--- config.mk ---
export PLATFORM = sky130hd
export DESIGN_NAME = lwe_cma_back
export DESIGN_NICKNAME = d
export VERILOG_FILES = /design/src/design/lwe_cma_pkg.sv /design/src/design/lwe_cma_back.sv
export SDC_FILE = /design/constraint.sdc
export NUM_CORES = 1
export LEC_CHECK = 0
export BUFFER_PORTS_ARGS = -buffer_cell sky130_fd_sc_hd__buf_2
export CORE_UTILIZATION = 53
export CTS_CLUSTER_DIAMETER = 60
export CTS_CLUSTER_SIZE = 14
export DETAILED_ROUTE_END_ITERATION = 16
export PLACE_DENSITY = 0.83
export RECOVER_POWER = 25
export SLEW_MARGIN = 15
export SYNTH_ARGS = -nofsm -noshare
export SYNTH_HDL_FRONTEND = slang
export SYNTH_SLANG_ARGS = --single-unit
--- constraint.sdc ---
create_clock -name clk -period 0.95 [get_ports clk]
set_clock_uncertainty 0.1 [all_clocks]
set_input_delay 0.19 -clock clk [delete_from_list [all_inputs] [get_ports clk]]
set_output_delay 0.19 -clock clk [all_outputs]
set_load 0.01 [all_outputs]
--- src/design/lwe_cma_pkg.sv ---
// Shared types and constants for the LWE coefficient modular ALU.
`default_nettype none
package lwe_cma_pkg;

	localparam int unsigned DataW      = 32;
	localparam int unsigned ModW       = 33;
	localparam int unsigned WideW      = 64;
	localparam int unsigned DivBits    = 2;
	localparam int unsigned DivStages  = WideW / DivBits;
	localparam int unsigned ApbAddrW   = 4;
	localparam int unsigned ApbDataW   = 64;

	localparam logic [ModW-1:0] ModMin     = 33'd2;
	localparam logic [ModW-1:0] ModMax     = 33'h1_0000_0000;
	localparam logic [ModW-1:0] QModReset  = 33'h1_0000_0000;
	localparam logic [ModW-1:0] QTgtReset  = 33'd1024;

	typedef enum logic [2:0] {
		KIND_ADD    = 3'd0,
		KIND_SUB    = 3'd1,
		KIND_NEG    = 3'd2,
		KIND_SMUL   = 3'd3,
		KIND_LADD   = 3'd4,
		KIND_LSMUL  = 3'd5,
		KIND_SWITCH = 3'd6
	} kind_t;

	// register index, taken from paddr[3]
	typedef enum logic {
		REG_Q_MODULUS = 1'b0,
		REG_Q_TARGET  = 1'b1
	} reg_idx_t;

	// side information that travels alongside the divider
	typedef struct packed {
		logic [2:0]       kind;
		logic             neg;
		logic             last;
		logic [WideW-1:0] lazy;
	} side_t;

	function automatic logic [ModW-1:0] clamp_mod(input logic [ModW-1:0] v);
		logic [ModW-1:0] r;
		if (v < ModMin) begin
			r = ModMin;
		end else if (v > ModMax) begin
			r = ModMax;
		end else begin
			r = v;
		end
		return r;
	endfunction

endpackage
`default_nettype wire

--- src/design/lwe_cma_back.sv ---
// Residue sign fix, switch rounding, result select and output register.
`default_nettype none
module lwe_cma_back (
	input  wire logic                         clk,
	input  wire logic                         arst_n,
	input  wire logic                         en,
	input  wire logic                         in_valid,
	input  wire logic [lwe_cma_pkg::WideW-1:0] quotient,
	input  wire logic [lwe_cma_pkg::DataW-1:0] remainder,
	input  wire lwe_cma_pkg::side_t           side,
	input  wire logic [lwe_cma_pkg::ModW-1:0] q,
	output logic                              out_valid,
	output logic [lwe_cma_pkg::WideW-1:0]     result,
	output logic                              last
);
	import lwe_cma_pkg::*;

	logic [WideW-1:0] res_c;
	logic             round_up;
	logic             valid_q;
	logic [WideW-1:0] result_q;
	logic             last_q;

	always_comb begin
		round_up = {remainder, 1'b0} >= q;
		case (side.kind)
			KIND_ADD, KIND_SUB, KIND_NEG, KIND_SMUL: begin
				if (side.neg && (remainder != '0)) begin
					res_c = {31'b0, q - {1'b0, remainder}};
				end else begin
					res_c = {32'b0, remainder};
				end
			end
			KIND_LADD: begin
				res_c = side.lazy;
			end
			KIND_LSMUL: begin
				res_c = side.neg ? (~side.lazy + 64'd1) : side.lazy;
			end
			KIND_SWITCH: begin
				res_c = quotient + {63'b0, round_up};
			end
			default: begin
				res_c = '0;
			end
		endcase
	end

	always_ff @(posedge clk or negedge arst_n) begin
		if (!arst_n) begin
			valid_q <= 1'b0;
		end else if (en) begin
			valid_q <= in_valid;
		end
	end

	always_ff @(posedge clk) begin
		if (en) begin
			result_q <= res_c;
			last_q   <= side.last;
		end
	end

	assign out_valid = valid_q;
	assign result    = result_q;
	assign last      = last_q;
endmodule
`default_nettype wire

==> results.cfg, run 1 <==
[clock_network]
cts_buffers = 9
clockRootBuffer = clkbuf_16
clock-sinks = 66
h-tree-depth = 3
clockBufferDepth = 2

[logic_synthesis]
synthXorXnorAreaFrac_pct = 14.44
yosysWarnings = 0
post-synth-top-count-cell = inv_1
syn_inst = 1037
async_reset_ff_share_pct = 1.515
ys_ff_latch = 66
synth_top_family_by_area = compound AO/OA/AOI/OAI gates
synth_edf_count = 65
ys_seq_area_share_pct = 23.79
synth_top_area_share_pct = 23.49
synth_adder_area_share_pct = 10.33
synth_largest_area_cell = edfxtp_1
synth_flop_cell = edfxtp_1
synth-simple-area-share_pct = 20.79
synth_compound_area_share_pct = 23.74
synth_commonest_cells = inv_1, xor2_1, a21oi_1, nor2_1, ha_1
synthMuxAreaShare_pct = 1.220
synth_area_leaders = edfxtp_1, ha_1, xor2_1
syn_nets = 1307
yosysUniqueCellTypes = 67
synth_area_sq_um = 8310
synth_area_per_cell_sq_um = 8.014

[placement]
place_hpwl_mm = 28.72
placed_area_sq_um = 12930
preCtsSetupSlack_ns = -3.078
port_buffers = 267
gp_congestion = 1.024

[status]
status = aborted with a tool error
lastStage = global routing
tool.error = [ERROR GRT-0232] Routing congestion too high. Check the congestion heatmap in the GUI.

[die]
fp-row-count = 45
die_h_um = 127.2
initial_utilization_pct = 54.46
ios = 268
die_w_um = 127.2

[timing]
worstEndpointGrtRepair = result[61]$_DFFE_PP_/D
worst-ep-kind = register data pin

[global_route]
grt.overflow.total = 358
grt_max_degree = 34
grt_usage_pct = 84.67
-- cell families after synthesis --
group,Yosys count
xor+xnor,137
fa+ha+maj,68
buf+inv,125
compound gates,308
flops,66
mux,10
simple gates,323
-- per-layer routing --
metal | global-route usage [%] | overflow
met1 | 78.36 | 2
met2 | 105.3 | 243
met3 | 68.47 | 4
met4 | 98.04 | 109
met5 | 21.67 | 0
-- metrics by stage --
stage,cells,utilization (%)
2_1_floorplan,1037,-
3_3_place_gp,1856,84.74
3_5_place_dp,1856,84.74
4_1_cts,1888,89.65
-- timing repair --
action | in CTS
gates resized for setup | 97
hold buffers | 2
setup buffers | 16
endpoints found under the setup margin | 130
pin swaps | 65
endpoints found under the hold margin | 3
==> run 2, diff against run 1 <==
- CORE_UTILIZATION: 53 -> 40
- CTS_CLUSTER_DIAMETER: 60 -> not set
- CTS_CLUSTER_SIZE: 14 -> not set
- PLACE_DENSITY: 0.83 -> not set
- PLACE_DENSITY_LB_ADDON: not set -> 0.15
==> results.cfg, run 2 <==
[timing]
period_needed_ns = 3.468
fin_tns_setup_ns = -153.19
timing.hold.ws_ns = -0.007786
tightest_slew_ns = 0.5133
slew_headroom_pct = 65.49
drv_slew = 0
setup_viol = 130
fin_ws_ns = -2.518
fmax_mhz = 288.4
fin_crit_sh_pct = 365.0
hold_viol_final = 1
rsz0062_at_grt = yes

[die]
die_w_um = 146.1
fp-row-count = 52
die_area_sq_um = 21360
die_h_um = 146.1
ios = 268
initial_utilization_pct = 40.94
coreArea_sq_um = 20300

[setup_path]
worst_path_largest_cell_delay_ns = 0.28
critPathMaxFanout = 3
reg2reg_slack_ns = 0.12
critPathTopFamily = compound AO/OA/AOI/OAI gates
cp-start-kind = input port
cp_num_cells = 22
crit_required_ns = 0.94
path_buf_inv = 4
critPathKind = in2reg
cp_slowest_cell = or2_4
rr_worst_depth = 1
cp_cell_sequence = buf_6 > ha_4 > nand3_2 > o22ai_1 > nor2_1 > o21ai_1 > a21oi_1 > o211ai_1 > a31oi_2 > o21ai_2 > ha_2 > nand4_4 > or2_4 > buf_12 > buf_8 > nor4_4 > buf_4 > xnor2_2 > nand2_1 > o21ai_1 > o22ai_1 > and2_1
cp.arrival_ns = 3.45
crit_path_end_kind = flop

[logic_synthesis]
synth_edf_count = 65
syn_inst = 1037
synth_largest_area_cell = edfxtp_1
post-synth-top-count-cell = inv_1
synth_area_leaders = edfxtp_1, ha_1, xor2_1
synth_area_sq_um = 8310
syn_nets = 1307
ys_seq_area_share_pct = 23.79
synth_top_area_share_pct = 23.49
synth_flop_cell = edfxtp_1
yosysUniqueCellTypes = 67
yosysWarnings = 0
synth_commonest_cells = inv_1, xor2_1, a21oi_1, nor2_1, ha_1
async_reset_ff_share_pct = 1.515
synth_area_per_cell_sq_um = 8.014
ys_ff_latch = 66

[power]
powerDensity_nw_per_um2 = 916.4
ir_drop_uv = 726.6
leakage_nw = 6.763
total_power_mw = 13.37

[clock_network]
h-tree-depth = 3
cts_buffers = 9
clkTransAtPathRegs_ns = 0.06
clockRootBuffer = clkbuf_16
ctsHoldBuffers = 2
clockBufferDepth = 2
cts_tree = built
clock-sinks = 66
clk_latency_ns = 0.33

[placement]
preCtsSetupSlack_ns = -2.966
port_buffers = 267
gp_congestion = 0.9353
place_hpwl_mm = 27.57
placed_area_sq_um = 13230

[global_route]
grt_pass1_vias = 10300
grt_pass1_wl_mm = 52.59
antenna_found_initial = 2
grt.overflow.total = 0
grt_max_degree = 38
grt_usage_pct = 31.11

[finish]
area_growth_syn_to_layout_pct = 75.55
utilization_pct = 71.87
layout_common_cells = buf_4, buf_2, a21oi_1, xor2_1, nor2_1
fillerInstances = 1586
layout_commonest_cell = buf_4
fin_area_sq_um = 14590
largest_reg_flops = 64
nNetsFinal = 1970
multi_input_area_sq_um = 6719
drive_above_1_share_pct = 50.67
regArea_sq_um = 1977

[detailed_routing]
dr.pass1.iters = 7
initialDrtViolationCount = 587
vias = 10640
antenna_left = 0
post_drt_wl_per_cell_um = 17.52
drc_errors = 0
viasPerCell = 5.379
wirelength_mm = 34.65

[run]
maxCapViolations = 0

[min_path]
hold_class = in2reg
whs_path_depth = 2

[status]
violations = hold timing, setup timing
status = complete, but fails checks
==> run 2: cell counts after synthesis <==
Identical to the previous run, type by type.
==> run 2: per-layer routing <==
layer  routed length, um  vias to the layer above  global-route usage, %
li1                    -                     5188                      -
met1               14190                     4909                  39.29
met2               16850                      468                  54.07
met3                2433                       74                  3.156
met4                1180                        0                  12.71
met5                   0                        -                      0
==> run 2: cell families after synthesis <==
family | Yosys count | share of synthesized area (%)
and+or+nand+nor | 323 | 20.79
AOI/OAI and AO/OA | 308 | 23.74
xor gates and xnor gates | 137 | 14.44
buffers and inverters | 125 | 5.691
adders and majority gates | 68 | 10.33
DFF | 66 | 23.79
muxes | 10 | 1.220
==> run 2: area by class of cell <==
class                           count  area share (%)
Antenna cell                        3         0.05146
Clock buffer                       10           1.569
Clock inverter                      6          0.5575
Inverter                           83           2.376
Multi-Input combinational cell    846           46.05
Sequential cell                    66           13.55
Tap cell                          270           2.316
Timing Repair Buffer              694           33.52
==> run 2: path summary, 6_finish.rpt <==
kind	to	start
min	out_valid$_DFFE_PN0P_	in_valid
min in group asynchronous	out_valid$_DFFE_PN0P_	arst_n
max in group asynchronous	out_valid$_DFFE_PN0P_	arst_n
min reg2reg	out_valid$_DFFE_PN0P_	out_valid$_DFFE_PN0P_
max	result[34]$_DFFE_PP_	remainder[3]
max reg2reg	out_valid$_DFFE_PN0P_	out_valid$_DFFE_PN0P_
==> run 2: timing repair <==
item / in CTS / in global routing
endpoints found under the setup margin: 130 / 130
pin swaps: 95 / 68
resized for setup: 131 / 77
endpoints found under the hold margin: 3 / 1
buffers inserted: 10 / 5
==> run 2: where the power goes <==
group,internal (mW),switching [mW]
combinational,3.06,2.99
clock,2.28,1.34
sequential,3.58,0.113
total,8.92,4.45
==> run 2: metrics by stage <==
stage / hold slack [ns] / std cells
global route: -0.007450 / 1977
finish: -0.007786 / 1978
floorplan: -0.2056 / 1037
CTS: -0.01257 / 1971
global placement: -0.1356 / 1943
detailed placement: -0.1343 / 1943
Note: power is estimated with default switching activity, not from simulation.
