$ cat config.mk
export PLATFORM = sky130hd
export DESIGN_NAME = lwe_cma_front
export DESIGN_NICKNAME = d
export VERILOG_FILES = /design/src/design/lwe_cma_pkg.sv /design/src/design/lwe_cma_front.sv
export SDC_FILE = /design/constraint.sdc
export NUM_CORES = 2
export LEC_CHECK = 0
export BUFFER_PORTS_ARGS = -buffer_cell sky130_fd_sc_hd__buf_2
export CAP_MARGIN = 40
export CORE_ASPECT_RATIO = 1.75
export CORE_UTILIZATION = 30
export DETAILED_ROUTE_END_ITERATION = 10
export PLACE_DENSITY = 0.54
export SLEW_MARGIN = 20
export SYNTH_ARGS = -nofsm -noshare
export SYNTH_HDL_FRONTEND = slang
export SYNTH_SLANG_ARGS = --single-unit
$ cat constraint.sdc
create_clock -name clk -period 6.8 [get_ports clk]
set_clock_uncertainty 0.05 [all_clocks]
set_input_delay 1.36 -clock clk [delete_from_list [all_inputs] [get_ports clk]]
set_output_delay 1.36 -clock clk [all_outputs]
set_load 0.01 [all_outputs]
$ cat src/design/lwe_cma_pkg.sv
// Shared types and constants for the LWE coefficient modular ALU.
`default_nettype none
package lwe_cma_pkg;

	localparam int unsigned DataW      = 32;
	localparam int unsigned ModW       = 33;
	localparam int unsigned WideW      = 64;
	localparam int unsigned DivBits    = 2;
	localparam int unsigned DivStages  = WideW / DivBits;
	localparam int unsigned ApbAddrW   = 4;
	localparam int unsigned ApbDataW   = 64;

	localparam logic [ModW-1:0] ModMin     = 33'd2;
	localparam logic [ModW-1:0] ModMax     = 33'h1_0000_0000;
	localparam logic [ModW-1:0] QModReset  = 33'h1_0000_0000;
	localparam logic [ModW-1:0] QTgtReset  = 33'd1024;

	typedef enum logic [2:0] {
		KIND_ADD    = 3'd0,
		KIND_SUB    = 3'd1,
		KIND_NEG    = 3'd2,
		KIND_SMUL   = 3'd3,
		KIND_LADD   = 3'd4,
		KIND_LSMUL  = 3'd5,
		KIND_SWITCH = 3'd6
	} kind_t;

	// register index, taken from paddr[3]
	typedef enum logic {
		REG_Q_MODULUS = 1'b0,
		REG_Q_TARGET  = 1'b1
	} reg_idx_t;

	// side information that travels alongside the divider
	typedef struct packed {
		logic [2:0]       kind;
		logic             neg;
		logic             last;
		logic [WideW-1:0] lazy;
	} side_t;

	function automatic logic [ModW-1:0] clamp_mod(input logic [ModW-1:0] v);
		logic [ModW-1:0] r;
		if (v < ModMin) begin
			r = ModMin;
		end else if (v > ModMax) begin
			r = ModMax;
		end else begin
			r = v;
		end
		return r;
	endfunction

endpackage
`default_nettype wire

$ cat src/design/lwe_cma_front.sv
// Operand preparation and multiplier stages.
`default_nettype none
module lwe_cma_front (
	input  wire logic                        clk,
	input  wire logic                        arst_n,
	input  wire logic                        en,
	input  wire logic                        in_valid,
	input  wire logic [2:0]                  kind,
	input  wire logic [lwe_cma_pkg::DataW-1:0] elem_a,
	input  wire logic [lwe_cma_pkg::DataW-1:0] operand_b,
	input  wire logic [lwe_cma_pkg::DataW-1:0] scalar,
	input  wire logic                        is_last,
	input  wire logic [lwe_cma_pkg::ModW-1:0] qt,
	output logic                             out_valid,
	output logic [lwe_cma_pkg::WideW-1:0]    dividend,
	output lwe_cma_pkg::side_t               side
);
	import lwe_cma_pkg::*;

	logic             sneg;
	logic [DataW-1:0] smag;
	logic [ModW-1:0]  sum, diff, x_c, m_c;
	logic             neg_c;

	logic             vld_s1;
	logic [2:0]       kind_s1;
	logic [DataW-1:0] a_s1;
	logic [ModW-1:0]  m_s1, x_s1;
	logic             neg_s1, last_s1;

	logic [WideW-1:0] prod;
	logic [WideW-1:0] div_c, lazy_c;

	logic             vld_s2;
	logic [WideW-1:0] dividend_s2;
	side_t            side_s2;

	always_comb begin
		sneg = scalar[DataW-1];
		smag = sneg ? (~scalar + 32'd1) : scalar;
		sum  = {1'b0, elem_a} + {1'b0, operand_b};
		diff = (elem_a >= operand_b) ? {1'b0, elem_a - operand_b}
			: {1'b0, operand_b - elem_a};
		x_c   = sum;
		m_c   = '0;
		neg_c = 1'b0;
		case (kind)
			KIND_ADD, KIND_LADD: begin
				x_c = sum;
			end
			KIND_SUB: begin
				x_c   = diff;
				neg_c = elem_a < operand_b;
			end
			KIND_NEG: begin
				x_c   = {1'b0, elem_a};
				neg_c = 1'b1;
			end
			KIND_SMUL, KIND_LSMUL: begin
				m_c   = {1'b0, smag};
				neg_c = sneg;
			end
			KIND_SWITCH: begin
				m_c = qt;
			end
			default: begin
				x_c = '0;
			end
		endcase
	end

	always_ff @(posedge clk or negedge arst_n) begin
		if (!arst_n) begin
			vld_s1 <= 1'b0;
			vld_s2 <= 1'b0;
		end else if (en) begin
			vld_s1 <= in_valid;
			vld_s2 <= vld_s1;
		end
	end

	always_ff @(posedge clk) begin
		if (en) begin
			kind_s1 <= kind;
			a_s1    <= elem_a;
			m_s1    <= m_c;
			x_s1    <= x_c;
			neg_s1  <= neg_c;
			last_s1 <= is_last;
		end
	end

	// product stays below 2^64 for every legal multiplier
	always_comb begin
		prod  = {32'b0, a_s1} * {31'b0, m_s1};
		div_c = ((kind_s1 == KIND_SMUL) || (kind_s1 == KIND_SWITCH))
			? prod : {31'b0, x_s1};
		lazy_c = (kind_s1 == KIND_LSMUL) ? prod : {31'b0, x_s1};
	end

	always_ff @(posedge clk) begin
		if (en) begin
			dividend_s2  <= div_c;
			side_s2.kind <= kind_s1;
			side_s2.neg  <= neg_s1;
			side_s2.last <= last_s1;
			side_s2.lazy <= lazy_c;
		end
	end

	assign out_valid = vld_s2;
	assign dividend  = dividend_s2;
	assign side      = side_s2;
endmodule
`default_nettype wire

* Word level (Yosys, flattened, before mapping)
Index checks and enable logic that the tools add are counted.
Storage, ports and cells: flip-flop bits (word level) 238, output and inout port bits 134, logic and storage cells 43
Operators by class: add/sub/neg operators 4, bitwise operators 1, multiply operators 1, magnitude comparators 2, mux-type cells 7, equality and inequality tests 9, reduce and logical (&&, ||, !) cells 4
Operators with widths (count):
- $pmux W33 S3 | 1
- $mux W33 | 2
- $pmux W33 S2 | 1
- $mul A32 B33 Y64 | 1
- $mux W32 | 2
- $sub A32 B32 Y32 | 2
- $add A32 B32 Y33 | 1
- $add A32 B1 Y32 const B | 1
- $ge A32 B32 Y1 | 1
- $lt A32 B32 Y1 | 1
- $not A32 Y32 | 1
- $eq A3 B3 Y1 const B | 5
- $eq A3 B2 Y1 const B | 3
- $reduce_or A5 Y1 | 1
- $eq A3 B1 Y1 const B | 1
- $logic_not A3 Y1 | 1
- $pmux W1 S3 | 1
- $reduce_or A2 Y1 | 1
- $logic_or A1 B1 Y1 | 1

* Longest topological paths before layout
depth after elaboration 4, depth in mapped cells 30

* Least setup slack after synthesis
Ideal clock, no wire load.
path type register -> register, start register a_s1[5], end register dividend_s2[57] (netlist: dividend[57]) (data pin), library setup time 0.260 ns, arrival 7.202 ns, slack -0.712 ns, data required time 6.490 ns, cell stages (with the launch flop) 28, path buffers 1, clock period less this slack 7.512 ns, cells stage by stage edfxtp_1 -> clkbuf_1 -> and2_1 -> fa_1 -> fa_1 -> fa_1 -> inv_1 -> fa_1 -> inv_1 -> fa_1 -> inv_1 -> fa_1 -> inv_1 -> fa_1 -> inv_1 -> fa_1 -> inv_1 -> ha_1 -> a21oi_1 -> a21boi_0 -> o31ai_1 -> o21ai_0 -> o21ai_0 -> a211oi_1 -> o211ai_1 -> nand2_1 -> a21oi_1 -> mux2_2
On the way: longest elaborated chain between the ends 1
Ends and longest elaborated chain:
- start, declared | line lwe_cma_front.sv:27 | logic [DataW-1:0] a_s1;
- start signal, assigned | line lwe_cma_front.sv:85 | a_s1 <= elem_a;
- $mul A32 B33 Y64 | line lwe_cma_front.sv:95 | prod = {32'b0, a_s1} * {31'b0, m_s1};
- end signal, assigned | line lwe_cma_front.sv:103 | dividend_s2 <= div_c;
- end, declared | line lwe_cma_front.sv:35 | logic [WideW-1:0] dividend_s2;
Every way passes these cells. A chain may end at the register's enable or synchronous reset.

* Final worst setup path
start register a_s1[7], end register dividend_s2[61] (netlist: dividend[61]) (data pin)
The elaborated chain is that of the path after synthesis.

==> out/summary.txt <==
Synth async-reset ratio = 0.8403%
Final Hold Fails = 0
Endpoints failing setup = 90
Critical Path Max Stage Delay = 0.55 ns
DR vias/cell = 4.894
Final ANT Viol Nets = 0
Fin nets = 7336
Commonest non-fill, non-tap cell in the layout = inv_1
DRC Markers = 0
Sequential element share of the synthesized area = 14.68%
Die ar. = 163800 um^2
Synth cell types = 81
Yosys top cell area share = 38.21%
Setup tns final = -67.73 ns
Gr ovfl total = 0
Max_slew headroom = 33.03%
RSZ-0062 raised after global routing = yes
Critical Path RT = 7.07 ns
Initial DRC count = 2116
Initial Util = 30.20%
Vias in the first global route = 43010
Input/output buffers = 270
Crit path DAT = 8.41 ns
Slew @ Worst Pin = 1.005 ns
Htree depth = 1
Commonest cells after routing, fill and taps aside = 1004 x inv_1, 883 x fa_1, 779 x nand2_1
CP max-delay cell = fa_1
Per-instance average area after synthesis = 9.138 um^2
Die height = 534.6 um
Largest net degree at the start of global routing = 108
GP Congestion = 0.9554
Syn Inst Count = 5321
Worst path most repeated cell = fa_1
Mapped cell area = 48620 um^2
Setup crit end kind = flip-flop
Net Count, Synth = 6740
Most area-hungry cell type in the Yosys netlist = fa_1
Critical setup path kind = reg2reg
All-Layer GR Usage = 20.81%
Row count = 195
Initial antenna violation count = 12
Clk sinks = 238
Crit-path max FO = 6
Layout area overhead = 23.03%
Max Buffers Root-to-Sink = 3
Worst Setup Start Kind = flip-flop
Tightest Hold Check Type = reg2reg
Final WS setup = -1.338 ns
Chip width = 306.3 um
Ranking of synthesized cells by area = fa_1 38%, edfxtp_1 15%, ha_1 9.1%
Number of flops mapped to enable cells by yosys = 236
Fmax = 0.1229 GHz
Final WL = 169900 um
#FFs+latches synth = 238
Clock latency on the worst-skew pair = 0.62 ns
Ports = 271
Final worst path period share = 119.7%
CTS tree = yes
Main synth FF type = edfxtp_1
Status = complete, but fails checks
Share of cells above drive strength 1 = 20.44%
CTS root buf = clkbuf_16
Placeable Area = 161000 um^2
CTS buffer count = 24
Crit path time final = 8.138 ns
Max cap viols = 0
Detailed-route via count = 39190
Clk slew on worst S/H paths = 0.09 ns
Warnings, synthesis = 0
Failing checks = negative setup slack
Max-slew violation count = 0
TritonRoute pass-1 iters = 5
First-pass GRT wire length = 257300 um
DR WL/cell = 21.22 um
Hpwl dp = 143700 um
[logic make-up after synthesis]
family	count (synthesis)	synth area share, %
simple gates	1652	16.19
buf+inv	1330	10.30
fa+ha+maj	1282	47.32
compound gates	663	8.582
xor+xnor	124	2.234
flops	238	14.68
mux	32	0.6999
[path summary, 6_finish.rpt]
kind	startpoint	to	slack (ns)	depth (start not counted)
hold / removal	neg_s1$_DFFE_PP_	side[65]$_DFFE_PP_	0.39	0
min in group asynchronous	arst_n	out_valid$_DFFE_PN0P_	0.50	1
hold reg to reg	neg_s1$_DFFE_PP_	side[65]$_DFFE_PP_	0.39	0
max in group asynchronous	arst_n	out_valid$_DFFE_PN0P_	6.10	1
setup reg to reg	a_s1[7]$_DFFE_PP_	dividend[61]$_SDFFCE_PN0P_	-1.34	28
setup / recovery	a_s1[7]$_DFFE_PP_	dividend[61]$_SDFFCE_PN0P_	-1.34	28
[area by class of cell]
class,count,area [um^2]
Inverter,1030,3866
Clock inverter,17,216.5
Tap cell,2068,2587
Fill cell,16360,101200
Timing Repair Buffer,870,7305
Sequential cell,238,7137
Multi-Input combinational cell,3753,38070
Antenna cell,4,10.01
Clock buffer,27,633.1
[cell usage after synthesis (all sizes together), types with 19 or more instances]
| library cell | count |
|---|---|
| a21oi | 181 |
| a21o | 43 |
| o211ai | 20 |
| fa | 928 |
| a211oi | 21 |
| nand3 | 26 |
| o21ai | 207 |
| nand4 | 25 |
| edfxtp | 236 |
| or3 | 21 |
| and2 | 504 |
| o21bai | 33 |
| xor2 | 60 |
| clkbuf | 287 |
| ha | 354 |
| nor2 | 185 |
| inv | 1029 |
| xnor2 | 64 |
| nor3 | 19 |
| nand2 | 798 |
[critical path, delay by kind of cell (launching register included)]
kind,cells,cell delay (ns)
simple gates,2,0.57
flops,1,0.51
compound gates,8,1.49
fa+ha+maj,9,4.32
buf+inv,8,0.66
mux,1,0.23
[per-layer routing]
metal | part of all wire (%) | global-route usage, % | vias to the layer above
li1 | - | - | 17570
met1 | 36 | 22.28 | 20190
met2 | 55 | 40.03 | 1049
met3 | 3.3 | 1.464 | 377
met4 | 6.1 | 11.44 | 2
met5 | 0.0077 | 0 | -
[per-stage QoR]
stage | instances | area [um^2] | hold WS (ns) | setup WS (ns) | util (%)
2_1_floorplan | 5321 | 49100 | 0.3503 | -0.3970 | -
3_3_place_gp | 7891 | 56740 | 0.3506 | -1.377 | 35.24
3_5_place_dp | 7896 | 56810 | 0.3669 | -1.401 | 35.28
4_1_cts | 7967 | 58580 | 0.3938 | -1.295 | 36.38
5_1_grt | 8004 | 59810 | 0.4022 | -1.508 | 37.15
6_report | 8007 | 59820 | 0.3898 | -1.338 | 37.15
[registers in the layout, indices dropped and copies added, names as in the netlist, 3 cells and up]
| register | cells |
|---|---|
| side | 69 |
| m_s1 | 33 |
| a_s1 | 32 |
| kind_s1 | 3 |
| x_s1 | 33 |
| dividend | 64 |
[timing repair]
| action | in CTS | in global routing |
|---|---|---|
| gates cloned | 1 | 4 |
| setup buffers | 33 | 36 |
| endpoints found under the setup margin | 92 | 96 |
| gates resized for setup | 155 | 222 |
| hold buffers | 0 | 0 |
| pin swaps | 105 | 123 |
Power is not shown: default switching activity piles up to over one toggle a cycle in this logic, so the estimate is an artifact.
